<file path="config.mk">
export PLATFORM = sky130hd
export DESIGN_NAME = pnsel_dist
export DESIGN_NICKNAME = d
export VERILOG_FILES = /design/src/rtl/core/pnsel_pkg.sv /design/src/rtl/core/pnsel_dist.sv
export SDC_FILE = /design/constraint.sdc
export NUM_CORES = 2
export LEC_CHECK = 0
export BUFFER_PORTS_ARGS = -buffer_cell sky130_fd_sc_hd__buf_2
export CAP_MARGIN = 20
export CORE_MARGIN = 8
export CORE_UTILIZATION = 58
export CTS_BUF_LIST = sky130_fd_sc_hd__clkbuf_4
export DETAILED_ROUTE_END_ITERATION = 10
export GPL_TIMING_DRIVEN = 0
export PLACE_DENSITY = 0.75
export SKIP_LAST_GASP = 1
export SLEW_MARGIN = 5
export SYNTH_ARGS = -nofsm -noshare
export SYNTH_HDL_FRONTEND = slang
export SYNTH_SLANG_ARGS = --single-unit
</file>
<file path="constraint.sdc">
create_clock -name clk -period 22.3 [get_ports clk]
set_input_delay 1.115 -clock clk [delete_from_list [all_inputs] [get_ports clk]]
set_output_delay 1.115 -clock clk [all_outputs]
set_load 0.01 [all_outputs]
</file>
<file path="src/rtl/core/pnsel_pkg.sv">
// Shared constants, codes and the control type of the periodic nearest-neighbor selector.
`default_nettype none

package pnsel_pkg;

    // Default sizes of the design.
    localparam int MAX_POINTS_DEF    = 64;
    localparam int MAX_NEIGHBORS_DEF = 8;
    localparam int COORD_BITS_DEF    = 20;

    // Widths of the fixed-size configuration registers.
    localparam int NEIGHBOR_COUNT_W = 4;
    localparam int POINT_COUNT_W    = 7;

    // Configuration register indexes.
    localparam int CFG_INDEX_W = 2;
    localparam logic [CFG_INDEX_W-1:0] REG_BOX_SIZE       = 2'd0;
    localparam logic [CFG_INDEX_W-1:0] REG_NEIGHBOR_COUNT = 2'd1;
    localparam logic [CFG_INDEX_W-1:0] REG_POINT_COUNT    = 2'd2;

    // Reset values of the configuration registers.
    localparam int BOX_SIZE_RESET = 102400;
    localparam logic [NEIGHBOR_COUNT_W-1:0] NEIGHBOR_COUNT_RESET = 4'd1;
    localparam logic [POINT_COUNT_W-1:0]    POINT_COUNT_RESET    = 7'd20;

    // Request type codes.
    localparam logic REQ_LOAD  = 1'b0;
    localparam logic REQ_QUERY = 1'b1;

    // Control of the sorting chain.
    typedef struct packed {
        logic clear;
        logic shift;
    } pnsel_ctl_t;

endpackage

`default_nettype wire

</file>
<file path="src/rtl/core/pnsel_dist.sv">
// Four-stage pipeline for the periodic squared distance of one point to the reference.
`default_nettype none

module pnsel_dist #(
    parameter int COORD_BITS = 20,
    parameter int IDX_W      = 6
) (
    input  logic                    clk,
    input  logic                    rst_n,
    input  logic                    in_valid,
    input  logic [IDX_W-1:0]        in_idx,
    input  logic [COORD_BITS-1:0]   pt_x,
    input  logic [COORD_BITS-1:0]   pt_y,
    input  logic [COORD_BITS-1:0]   ref_x,
    input  logic [COORD_BITS-1:0]   ref_y,
    input  logic [COORD_BITS-1:0]   box_size,
    output logic                    cand_valid,
    output logic [IDX_W-1:0]        cand_idx,
    output logic [2*COORD_BITS:0]   cand_dist
);
    import pnsel_pkg::*;

    localparam int DW = COORD_BITS + 2;

    // Smallest magnitude of d, d - L and d + L; never above |d|.
    function automatic logic [COORD_BITS-1:0] axis_min(
        input logic signed [DW-1:0] d,
        input logic [COORD_BITS-1:0] len
    );
        logic signed [DW-1:0] l;
        logic signed [DW-1:0] a;
        logic signed [DW-1:0] b;
        logic [DW-1:0] m0;
        logic [DW-1:0] m1;
        logic [DW-1:0] m2;
        logic [DW-1:0] m;
        l  = signed'({2'b00, len});
        a  = d - l;
        b  = d + l;
        m0 = d[DW-1] ? DW'(-d) : DW'(d);
        m1 = a[DW-1] ? DW'(-a) : DW'(a);
        m2 = b[DW-1] ? DW'(-b) : DW'(b);
        m  = m0;
        if (m1 < m)
        begin
            m = m1;
        end
        if (m2 < m)
        begin
            m = m2;
        end
        return m[COORD_BITS-1:0];
    endfunction

    logic                    s1_valid_reg, s2_valid_reg, s3_valid_reg, s4_valid_reg;
    logic [IDX_W-1:0]        s1_idx_reg, s2_idx_reg, s3_idx_reg, s4_idx_reg;
    logic signed [DW-1:0]    s1_dx_reg, s1_dy_reg;
    logic [COORD_BITS-1:0]   s2_mx_reg, s2_my_reg;
    logic [2*COORD_BITS-1:0] s3_sx_reg, s3_sy_reg;
    logic [2*COORD_BITS:0]   s4_dist_reg;

    always_ff @(posedge clk or negedge rst_n)
    begin
        if (!rst_n)
        begin
            s1_valid_reg <= 1'b0;
            s2_valid_reg <= 1'b0;
            s3_valid_reg <= 1'b0;
            s4_valid_reg <= 1'b0;
        end
        else
        begin
            s1_valid_reg <= in_valid;
            s2_valid_reg <= s1_valid_reg;
            s3_valid_reg <= s2_valid_reg;
            s4_valid_reg <= s3_valid_reg;
        end
    end

    always_ff @(posedge clk)
    begin
        s1_idx_reg  <= in_idx;
        s1_dx_reg   <= signed'({2'b00, pt_x}) - signed'({2'b00, ref_x});
        s1_dy_reg   <= signed'({2'b00, pt_y}) - signed'({2'b00, ref_y});
        s2_idx_reg  <= s1_idx_reg;
        s2_mx_reg   <= axis_min(s1_dx_reg, box_size);
        s2_my_reg   <= axis_min(s1_dy_reg, box_size);
        s3_idx_reg  <= s2_idx_reg;
        s3_sx_reg   <= s2_mx_reg * s2_mx_reg;
        s3_sy_reg   <= s2_my_reg * s2_my_reg;
        s4_idx_reg  <= s3_idx_reg;
        s4_dist_reg <= {1'b0, s3_sx_reg} + {1'b0, s3_sy_reg};
    end

    assign cand_valid = s4_valid_reg;
    assign cand_idx   = s4_idx_reg;
    assign cand_dist  = s4_dist_reg;

endmodule

`default_nettype wire

</file>
==> impl_metrics.ini <==
[final_layout]
nets = 6062
fillers = 6150
area_growth_pct = 6.84
drive_above_1_share_pct = 6.79
largest_reg_flops = 41

[route]
vias = 32300
wl_per_cell_um = 17.8
firstDrtPassIters = 5
ant_nets = 0
routed_wl_um = 104000
drtIter0Drc = 1877
drc = 0
via_per_inst = 5.53

[floorplan]
core-area_mm2 = 0.0697
start_util_pct = 58.3
die_area_mm2 = 0.0788
die_w_um = 281
die-height_um = 281
io_pins = 157
rows = 97

[setup_path]
crit_family = compound AO/OA/AOI/OAI gates
cp_max_fo = 10
slowest_delay_ns = 0.59
cp-start-kind = primary input
end_kind = register
cp.arrival_ns = 9.67
crit_top_cell = a21o_1
critPathSlowestCell = a21oi_1
cp.required_ns = 22.92
critPathKind = in -> reg
path_buf_inv = 6

[sta]
clock_skew_ns = 0.0920
finalCritPeriodShare_pct = 40.6
fin_ws_ns = 13.26
worst_slew_pin_slew_ns = 0.891
period_minus_slack_ns = 9.04
max_slew_margin_pct = 40.3
fmax_mhz = 111
whs_ns = 0.106
rsz0062_at_grt = false
finalSetupViolCount = 0
finalSetupTns_ns = 0
slew_viol_final = 0
hold_viol_final = 0

[clock_network]
htreeDepth = 2
cts_tree = built
clock_latency_ns = 0.85
hold_buffers = 0
cts_setup_buffers = 0
cts_sinks = 229
cts_buffer_depth = 3
tritoncts.num_buffers = 60
path_clk_slew_ns = 0.06
cts-root-buf = clkbuf_4
ctsResizeCount = 0

[synthesis]
yosysWarnings = 0
synth_top_area_cell = fa_1
synth_cells = 4623
synth_seq_cells = 229
yosys-top-cells-count = inv_1 (896), fa_1 (567), ha_1 (543), nand2_1 (313), nor2_1 (238)
yosysSeqAreaShare_pct = 11.3
synth_edf_count = 0
yosys-top-cells-area = fa_1 (28%), ha_1 (17%), dfxtp_1 (11%)
synth.most_common_cell = inv_1
syn_area_per_cell_um2 = 8.79
synth_top_flop_cell = dfxtp_1
ys_async_sr_fraction_pct = 1.75
synth_top_cell_area_share_pct = 27.9
syn_area_mm2 = 0.0406
synth_cell_type_count = 94

[outcome]
status = finished, final reports clean

[grt]
grt_max_degree = 20
antenna_found_initial = 4
grtUsageTotal_pct = 26.6
grt_pass1_vias = 33800
grt.overflow.total = 0
grt_pass1_wl_um = 169000

[placed_design]
dp_hpwl_um = 89000
place_ws_ns = 12.58
place.port_buffers = 156
place_congestion = 0.990

[hold_path]
min_path_type = in -> async

[job]
drv_cap = 0
-- routing by layer --
layer  wire length, um  share of wire (%)  vias to the layer above  track usage [%]
li1                  -                  -                    15400                -
met1             43200                 42                    15600             33.2
met2             48700                 47                     1052             45.2
met3              7040                6.8                      273             4.43
met4              4930                4.7                        2             11.6
met5                16              0.015                        -                0
-- area by class of cell --
type	count	area, um2	area share [%]
diodes	1	2.50	0.00576
plain buffers	121	484	1.12
clock buffers	82	616	1.42
clock inverters	24	198	0.455
inverters	897	3370	7.76
multi-input cells	3378	32200	74.1
flip-flops and latches	229	4600	10.6
well taps	940	1180	2.71
repair buffers	156	781	1.80
-- final timing paths --
kind	start	to	slack [ns]	cells past startpoint
hold / removal	rst_n	s1_valid_reg	0.11	1
max in group asynchronous	rst_n	s2_valid_reg	22.08	1
setup / recovery	box_size[1]	s2_my_reg[0]	13.26	36
setup reg to reg	s1_dy_reg[6]	s2_my_reg[0]	13.37	33
min in group clk	s3_idx_reg[5]	cand_idx[5]	0.33	0
hold reg to reg	s3_idx_reg[5]	cand_idx[5]	0.33	0
-- cells by family (layout without fill, tap and decap cells) --
| logic type | after synthesis | after routing | share of synthesized area, % |
|---|---|---|---|
| AO/OA/AOI/OAI | 725 | 725 | 11.7 |
| adder cells (fa/ha/maj) | 1110 | 1110 | 44.7 |
| XOR/XNOR | 331 | 331 | 7.14 |
| buffers and inverters | 1018 | 1280 | 9.48 |
| multiplexers | 49 | 49 | 1.26 |
| flip-flops | 229 | 229 | 11.3 |
| other | 2 | 5 | 0.0185 |
| AND/OR/NAND/NOR | 1159 | 1159 | 14.4 |
-- layout by cell type, fill, tap and decap left out, types with 38 or more instances in the layout --
cell / netlist / layout
inv_1: 896 / 896
fa_1: 567 / 567
ha_1: 543 / 543
nand2_1: 313 / 313
nor2_1: 238 / 238
dfxtp_1: 225 / 225
and2_1: 207 / 207
xnor2_1: 202 / 202
a21oi_1: 199 / 199
buf_2: 12 / 168
o21ai_0: 149 / 149
xor2_1: 129 / 129
clkbuf_1: 103 / 103
a21o_1: 83 / 83
clkbuf_4: 0 / 82
nor3_1: 62 / 62
nor2b_1: 59 / 59
nand3_1: 49 / 49
nand2b_1: 48 / 48
o21a_1: 38 / 38
-- through the flow --
step | instance area, um2 | utilization (%) | std cells
2_1_floorplan | 40600 | - | 4625
3_3_place_gp | 42600 | 61.1 | 5721
3_5_place_dp | 42600 | 61.1 | 5721
4_1_cts | 43400 | 62.3 | 5827
5_1_grt | 43400 | 62.3 | 5828
6_report | 43400 | 62.3 | 5828
Power is not shown: default switching activity piles up to over one toggle a cycle in this logic, so the estimate is an artifact.
