[config.mk]
export PLATFORM = sky130hd
export DESIGN_NAME = pnsel_chain
export DESIGN_NICKNAME = d
export VERILOG_FILES = /design/src/rtl/core/pnsel_pkg.sv /design/src/rtl/core/pnsel_cell.sv /design/src/rtl/core/pnsel_chain.sv
export SDC_FILE = /design/constraint.sdc
export NUM_CORES = 2
export LEC_CHECK = 0
export BUFFER_PORTS_ARGS = -buffer_cell sky130_fd_sc_hd__buf_4
export CORE_MARGIN = 3
export CORE_UTILIZATION = 57
export CTS_BUF_LIST = sky130_fd_sc_hd__clkbuf_2
export DETAILED_ROUTE_END_ITERATION = 16
export GPL_ROUTABILITY_DRIVEN = 0
export PLACE_DENSITY = 0.78
export SYNTH_ARGS = -nofsm -noshare
export SYNTH_HDL_FRONTEND = slang
export SYNTH_SLANG_ARGS = --single-unit
[constraint.sdc]
create_clock -name clk -period 8.76 [get_ports clk]
set_clock_uncertainty 0.1 [all_clocks]
set_input_delay 2.628 -clock clk [delete_from_list [all_inputs] [get_ports clk]]
set_output_delay 2.628 -clock clk [all_outputs]
set_load 0.05 [all_outputs]
[src/rtl/core/pnsel_pkg.sv]
// Shared constants, codes and the control type of the periodic nearest-neighbor selector.
`default_nettype none

package pnsel_pkg;

    // Default sizes of the design.
    localparam int MAX_POINTS_DEF    = 64;
    localparam int MAX_NEIGHBORS_DEF = 8;
    localparam int COORD_BITS_DEF    = 20;

    // Widths of the fixed-size configuration registers.
    localparam int NEIGHBOR_COUNT_W = 4;
    localparam int POINT_COUNT_W    = 7;

    // Configuration register indexes.
    localparam int CFG_INDEX_W = 2;
    localparam logic [CFG_INDEX_W-1:0] REG_BOX_SIZE       = 2'd0;
    localparam logic [CFG_INDEX_W-1:0] REG_NEIGHBOR_COUNT = 2'd1;
    localparam logic [CFG_INDEX_W-1:0] REG_POINT_COUNT    = 2'd2;

    // Reset values of the configuration registers.
    localparam int BOX_SIZE_RESET = 102400;
    localparam logic [NEIGHBOR_COUNT_W-1:0] NEIGHBOR_COUNT_RESET = 4'd1;
    localparam logic [POINT_COUNT_W-1:0]    POINT_COUNT_RESET    = 7'd20;

    // Request type codes.
    localparam logic REQ_LOAD  = 1'b0;
    localparam logic REQ_QUERY = 1'b1;

    // Control of the sorting chain.
    typedef struct packed {
        logic clear;
        logic shift;
    } pnsel_ctl_t;

endpackage

`default_nettype wire

[src/rtl/core/pnsel_cell.sv]
// One cell of the sorting chain: keeps the nearer candidate, passes the other on.
`default_nettype none

module pnsel_cell #(
    parameter int DIST_W = 41,
    parameter int IDX_W  = 6
) (
    input  logic                     clk,
    input  logic                     rst_n,
    input  pnsel_pkg::pnsel_ctl_t    ctl,
    input  logic                     in_valid,
    input  logic [DIST_W-1:0]        in_dist,
    input  logic [IDX_W-1:0]         in_idx,
    input  logic                     right_valid,
    input  logic [DIST_W-1:0]        right_dist,
    input  logic [IDX_W-1:0]         right_idx,
    output logic                     hold_valid,
    output logic [DIST_W-1:0]        hold_dist,
    output logic [IDX_W-1:0]         hold_idx,
    output logic                     pass_valid,
    output logic [DIST_W-1:0]        pass_dist,
    output logic [IDX_W-1:0]         pass_idx
);
    import pnsel_pkg::*;

    logic              hold_valid_reg, hold_valid_next;
    logic [DIST_W-1:0] hold_dist_reg, hold_dist_next;
    logic [IDX_W-1:0]  hold_idx_reg, hold_idx_next;
    logic              pass_valid_reg, pass_valid_next;
    logic [DIST_W-1:0] pass_dist_reg, pass_dist_next;
    logic [IDX_W-1:0]  pass_idx_reg, pass_idx_next;
    logic              take;

    // Cells further down see candidates out of index order, so equal distances
    // are ordered by index here.
    assign take = !hold_valid_reg || (in_dist < hold_dist_reg)
               || ((in_dist == hold_dist_reg) && (in_idx < hold_idx_reg));

    always_comb
    begin
        hold_valid_next = hold_valid_reg;
        hold_dist_next  = hold_dist_reg;
        hold_idx_next   = hold_idx_reg;
        pass_valid_next = 1'b0;
        pass_dist_next  = pass_dist_reg;
        pass_idx_next   = pass_idx_reg;
        if (ctl.clear)
        begin
            hold_valid_next = 1'b0;
        end
        else if (ctl.shift)
        begin
            hold_valid_next = right_valid;
            hold_dist_next  = right_dist;
            hold_idx_next   = right_idx;
        end
        else if (in_valid)
        begin
            if (take)
            begin
                hold_valid_next = 1'b1;
                hold_dist_next  = in_dist;
                hold_idx_next   = in_idx;
                pass_valid_next = hold_valid_reg;
                pass_dist_next  = hold_dist_reg;
                pass_idx_next   = hold_idx_reg;
            end
            else
            begin
                pass_valid_next = 1'b1;
                pass_dist_next  = in_dist;
                pass_idx_next   = in_idx;
            end
        end
    end

    always_ff @(posedge clk or negedge rst_n)
    begin
        if (!rst_n)
        begin
            hold_valid_reg <= 1'b0;
            pass_valid_reg <= 1'b0;
        end
        else
        begin
            hold_valid_reg <= hold_valid_next;
            pass_valid_reg <= pass_valid_next;
        end
    end

    always_ff @(posedge clk)
    begin
        hold_dist_reg <= hold_dist_next;
        hold_idx_reg  <= hold_idx_next;
        pass_dist_reg <= pass_dist_next;
        pass_idx_reg  <= pass_idx_next;
    end

    assign hold_valid = hold_valid_reg;
    assign hold_dist  = hold_dist_reg;
    assign hold_idx   = hold_idx_reg;
    assign pass_valid = pass_valid_reg;
    assign pass_dist  = pass_dist_reg;
    assign pass_idx   = pass_idx_reg;

endmodule

`default_nettype wire

[src/rtl/core/pnsel_chain.sv]
// Row of sorting cells; cell 0 holds the nearest candidate seen so far.
`default_nettype none

module pnsel_chain #(
    parameter int CELLS  = 8,
    parameter int DIST_W = 41,
    parameter int IDX_W  = 6
) (
    input  logic                  clk,
    input  logic                  rst_n,
    input  pnsel_pkg::pnsel_ctl_t ctl,
    input  logic                  cand_valid,
    input  logic [DIST_W-1:0]     cand_dist,
    input  logic [IDX_W-1:0]      cand_idx,
    output logic [IDX_W-1:0]      head_idx
);
    import pnsel_pkg::*;

    logic              link_valid [CELLS+1];
    logic [DIST_W-1:0] link_dist  [CELLS+1];
    logic [IDX_W-1:0]  link_idx   [CELLS+1];
    logic              hold_valid [CELLS+1];
    logic [DIST_W-1:0] hold_dist  [CELLS+1];
    logic [IDX_W-1:0]  hold_idx   [CELLS+1];

    assign link_valid[0] = cand_valid;
    assign link_dist[0]  = cand_dist;
    assign link_idx[0]   = cand_idx;

    // An empty slot beyond the last cell feeds the shift toward the head.
    assign hold_valid[CELLS] = 1'b0;
    assign hold_dist[CELLS]  = '0;
    assign hold_idx[CELLS]   = '0;

    for (genvar j = 0; j < CELLS; j++)
    begin : g_cell
        pnsel_cell #(
            .DIST_W (DIST_W),
            .IDX_W  (IDX_W)
        ) u_cell (
            .clk         (clk),
            .rst_n       (rst_n),
            .ctl         (ctl),
            .in_valid    (link_valid[j]),
            .in_dist     (link_dist[j]),
            .in_idx      (link_idx[j]),
            .right_valid (hold_valid[j+1]),
            .right_dist  (hold_dist[j+1]),
            .right_idx   (hold_idx[j+1]),
            .hold_valid  (hold_valid[j]),
            .hold_dist   (hold_dist[j]),
            .hold_idx    (hold_idx[j]),
            .pass_valid  (link_valid[j+1]),
            .pass_dist   (link_dist[j+1]),
            .pass_idx    (link_idx[j+1])
        );
    end

    assign head_idx = hold_idx[0];

endmodule

`default_nettype wire

==> metrics.md <==
| Metric | Value |
|---|---|
| EDFF count, synth | 705 |
| Final instance area | 42400 um2 |
| Postcts setup bufs | 0 |
| Xor/xnor cell area share of the yosys netlist | 0 |
| Setup ws final | 3830 ps |
| CP Class | in -> reg |
| I/O Buffers | 57 |
| Final Slew Violations | 0 |
| Mux contribution to synthesized area | 0.189 |
| Die area | 72200 um2 |
| Gr usage total | 0.226 |
| Footprint of the multi-input gates | 16100 um2 |
| Average cell area after synthesis | 13.6 um2 |
| Primary FF master, synth | edfxtp_1 |
| Final Cycle Share | 0.563 |
| NumNets Final | 3480 |
| Htree depth | 4 |
| Fmax | 203 MHz |
| Clk_lat worst skew | 1360 ps |
| Yosys cell types | 54 |
| Fin crit period | 4930 ps |
| Register area share after synthesis | 0.548 |
| Starting Density | 0.580 |
| TritonCTS buffer count | 176 |
| Initial drt markers | 1669 |
| WL final | 80000 um |
| Largest net degree at the start of global routing | 125 |
| Status | finished clean |
| Worst slack at placement | 2400 ps |
| Clk pwr share | 0.331 |
| Post-DR wirelength/cell | 19.6 um |
| Fin util | 0.626 |
| Compound-Gate Fraction of Synth Area | 0.0494 |
| Syn Nets | 3308 |
| Clk pin slew, worst setup/hold paths | 100 ps |
| Switching share of power | 0.259 |
| RSZ-0062 raised after global routing | false |
| Vert. Die Dim | 269 um |
| Worst hold path type | reg -> reg |
| Layout cells sized above 1 | 0.319 |
| I/O Pins | 58 |
| Maximum root-to-sink buffer count | 3 |
| Row cnt | 95 |
| Worst-margin pin slew | 1240 ps |
| Async SR Flop Fraction | 0.0208 |
| CP Max Fanout | 48 |
| Initial antenna violation count | 2 |
| DP HPWL | 56800 um |
| Core box area | 67800 um2 |
| Total number of vias | 23.8k |
| Simple-gate area share of the yosys netlist | 0.0504 |
| Max_cap viols | 0 |
| # setup viols final | 0 |
| Internal Power | 5.07 mW |
| Reg power frac | 0.581 |
| Root buf cell | clkbuf_2 |
| Post-route ant nets | 0 |
| Yosys warning count | 0 |
| Required @ worst endpoint | 9610 ps |
| Comb pwr share | 0.087 |
| Reg area | 21500 um2 |
| Drc violations | 0 |
| TritonRoute pass-1 iters | 7 |
| First-pass GRT wire length | 129000 um |
| Critical Path Start Type | input port |
| Post-Syn Area | 39300 um2 |
| Critical path arrival | 5780 ps |
| FILL cells | 4951 |
| Total congestion overflow | 0 |
| Leak | 17.0 nW |
| Hold Vio Cnt, Final | 0 |
| Net Switching | 1.78 mW |
| Die width | 269 um |
| Post-Synth Adder-Cell Area | 0.117 |
| Main combinational cell family by area after synthesis | multiplexers |
| Max reg flops | 328 |
| Pwr Density | 162 nW/um2 |
| Vias in the first global route | 24.7k |
| Sink Count | 720 |
| Hold-fix buffers, CTS | 0 |
| Worst Setup End Kind | flip-flop |
| CTS tree | done |
| Synthesis-stage register bit count | 720 |
| Post-CTS sizing | 0 |
| Peak VDD IR | 0.111 mV |
| Vias/cell | 5.84 |
| Syn Inst Count | 2888 |
| Placed Area | 40800 um2 |
| Synth-to-layout area growth | 7.85% |
| Sum Neg Setup Slack | 0 ps |
| Slew margin rel. | 0.171 |
cells by family (layout without fill, tap and decap cells):
logic type,Yosys count,count (layout)
compound gates,318,318
fa+ha+maj,368,368
buf+inv,460,766
flops,720,720
mux,651,651
other cells,0,6
simple gates,371,371
worst max-delay path: stages:
cell and delay (ps):
buf_4 120, ha_1 300, a21oi_1 150, nor2_1 60
a211oi_1 280, o41ai_1 100, nor4_1 820, a31oi_4 140
buf_4 390, o22ai_4 200, buf_4 550
Yosys cell counts, drive strengths merged, types with 2 or more instances:
cell type,n,area share
a21oi,124,0.016
nand2b,8,0.0013
or4,6,0.0011
nand2,79,0.0075
o21bai,2,0.00038
nand4,65,0.010
o211ai,10,0.0019
inv,377,0.036
a211oi,28,0.0053
dfrtp,15,0.0095
edfxtp,705,0.54
o22ai,5,0.00080
a21o,26,0.0050
nand3,26,0.0033
o21ai,70,0.0089
o21a,9,0.0017
a2111oi,6,0.0015
nor2b,65,0.010
and4,5,0.0011
nand3b,2,0.00038
o2111ai,2,0.00045
a221o,2,0.00051
a221oi,8,0.0018
o41ai,2,0.00045
nor4,13,0.0021
o31ai,3,0.00057
and2,9,0.0014
ha,368,0.12
o31a,2,0.00045
a211o,2,0.00045
nor3,36,0.0046
nor2,41,0.0039
a31oi,2,0.00032
a21boi,8,0.0015
nand4b,5,0.0011
mux2,651,0.19
o221ai,3,0.00067
clkbuf,52,0.0050
buf,31,0.0046
and3,8,0.0013
power groups by stage:
stage	Combinational [mW]	Clock (mW)	Sequential (mW)
finish	0.599	2.27	3.98
global route	0.665	2.50	3.99
CTS	0.602	2.33	3.98
detailed placement	0.597	0	4.06
global placement	0.566	0	4.05
floorplan	0.438	0	4.03
final cells by class:
cell class | instances | area share
clock buffer | 249 | 0.0294
multi-input combinational | 1708 | 0.381
tap | 873 | 0.0258
sequential | 720 | 0.508
antenna | 6 | 0.000354
timing repair buffer | 77 | 0.0138
inverter | 377 | 0.0334
clock inverter | 63 | 0.00838
path summary, 6_finish.rpt:
check,end,depth (start not counted),from,slack [ps]
worst max register to register,g_cell[1].u_cell.hold_dist[29],10,g_cell[1].u_cell.hold_dist[36],4120
worst min-delay path,g_cell[7].u_cell.hold_dist[37],1,g_cell[6].u_cell.pass_dist[37],440
worst max-delay path,g_cell[0].u_cell.hold_dist[30],11,cand_dist[26],3830
worst min register to register,g_cell[7].u_cell.hold_dist[37],1,g_cell[6].u_cell.pass_dist[37],440
max in group asynchronous,g_cell[4].u_cell.hold_valid,1,rst_n,7250
min in group asynchronous,g_cell[7].u_cell.hold_valid,1,rst_n,1030
metrics by stage:
stage / std cells / power, mW / hold WS [ps]
after floorplan: 2888 / 4.47 / 374
after detailed placement: 3755 / 4.65 / 436
after CTS: 4067 / 6.91 / 432
after global routing: 4073 / 7.16 / 472
final: 4073 / 6.85 / 436
after global placement: 3755 / 4.62 / 435
metal layers:
layer  GRT usage  up-vias  share of wire
met5           0        -              0
met4       0.108        0          0.040
met3      0.0406      195          0.048
met2       0.353      661           0.46
met1       0.308    11700           0.45
li1            -    11200              -
cells in the final DEF, fill, tap and decap left out, drive strengths merged, types with 28 or more instances in the layout:
cell type,synthesis,layout
nand4,65,65
edfxtp,705,705
nand2,79,79
nor3,36,36
ha,368,368
mux2,651,651
o21ai,70,70
buf,31,77
clkbuf,52,249
nor2b,65,65
clkinv,0,51
inv,377,384
a21oi,124,124
nor2,41,41
a211oi,28,28
Note: power is estimated with default switching activity, not from simulation.
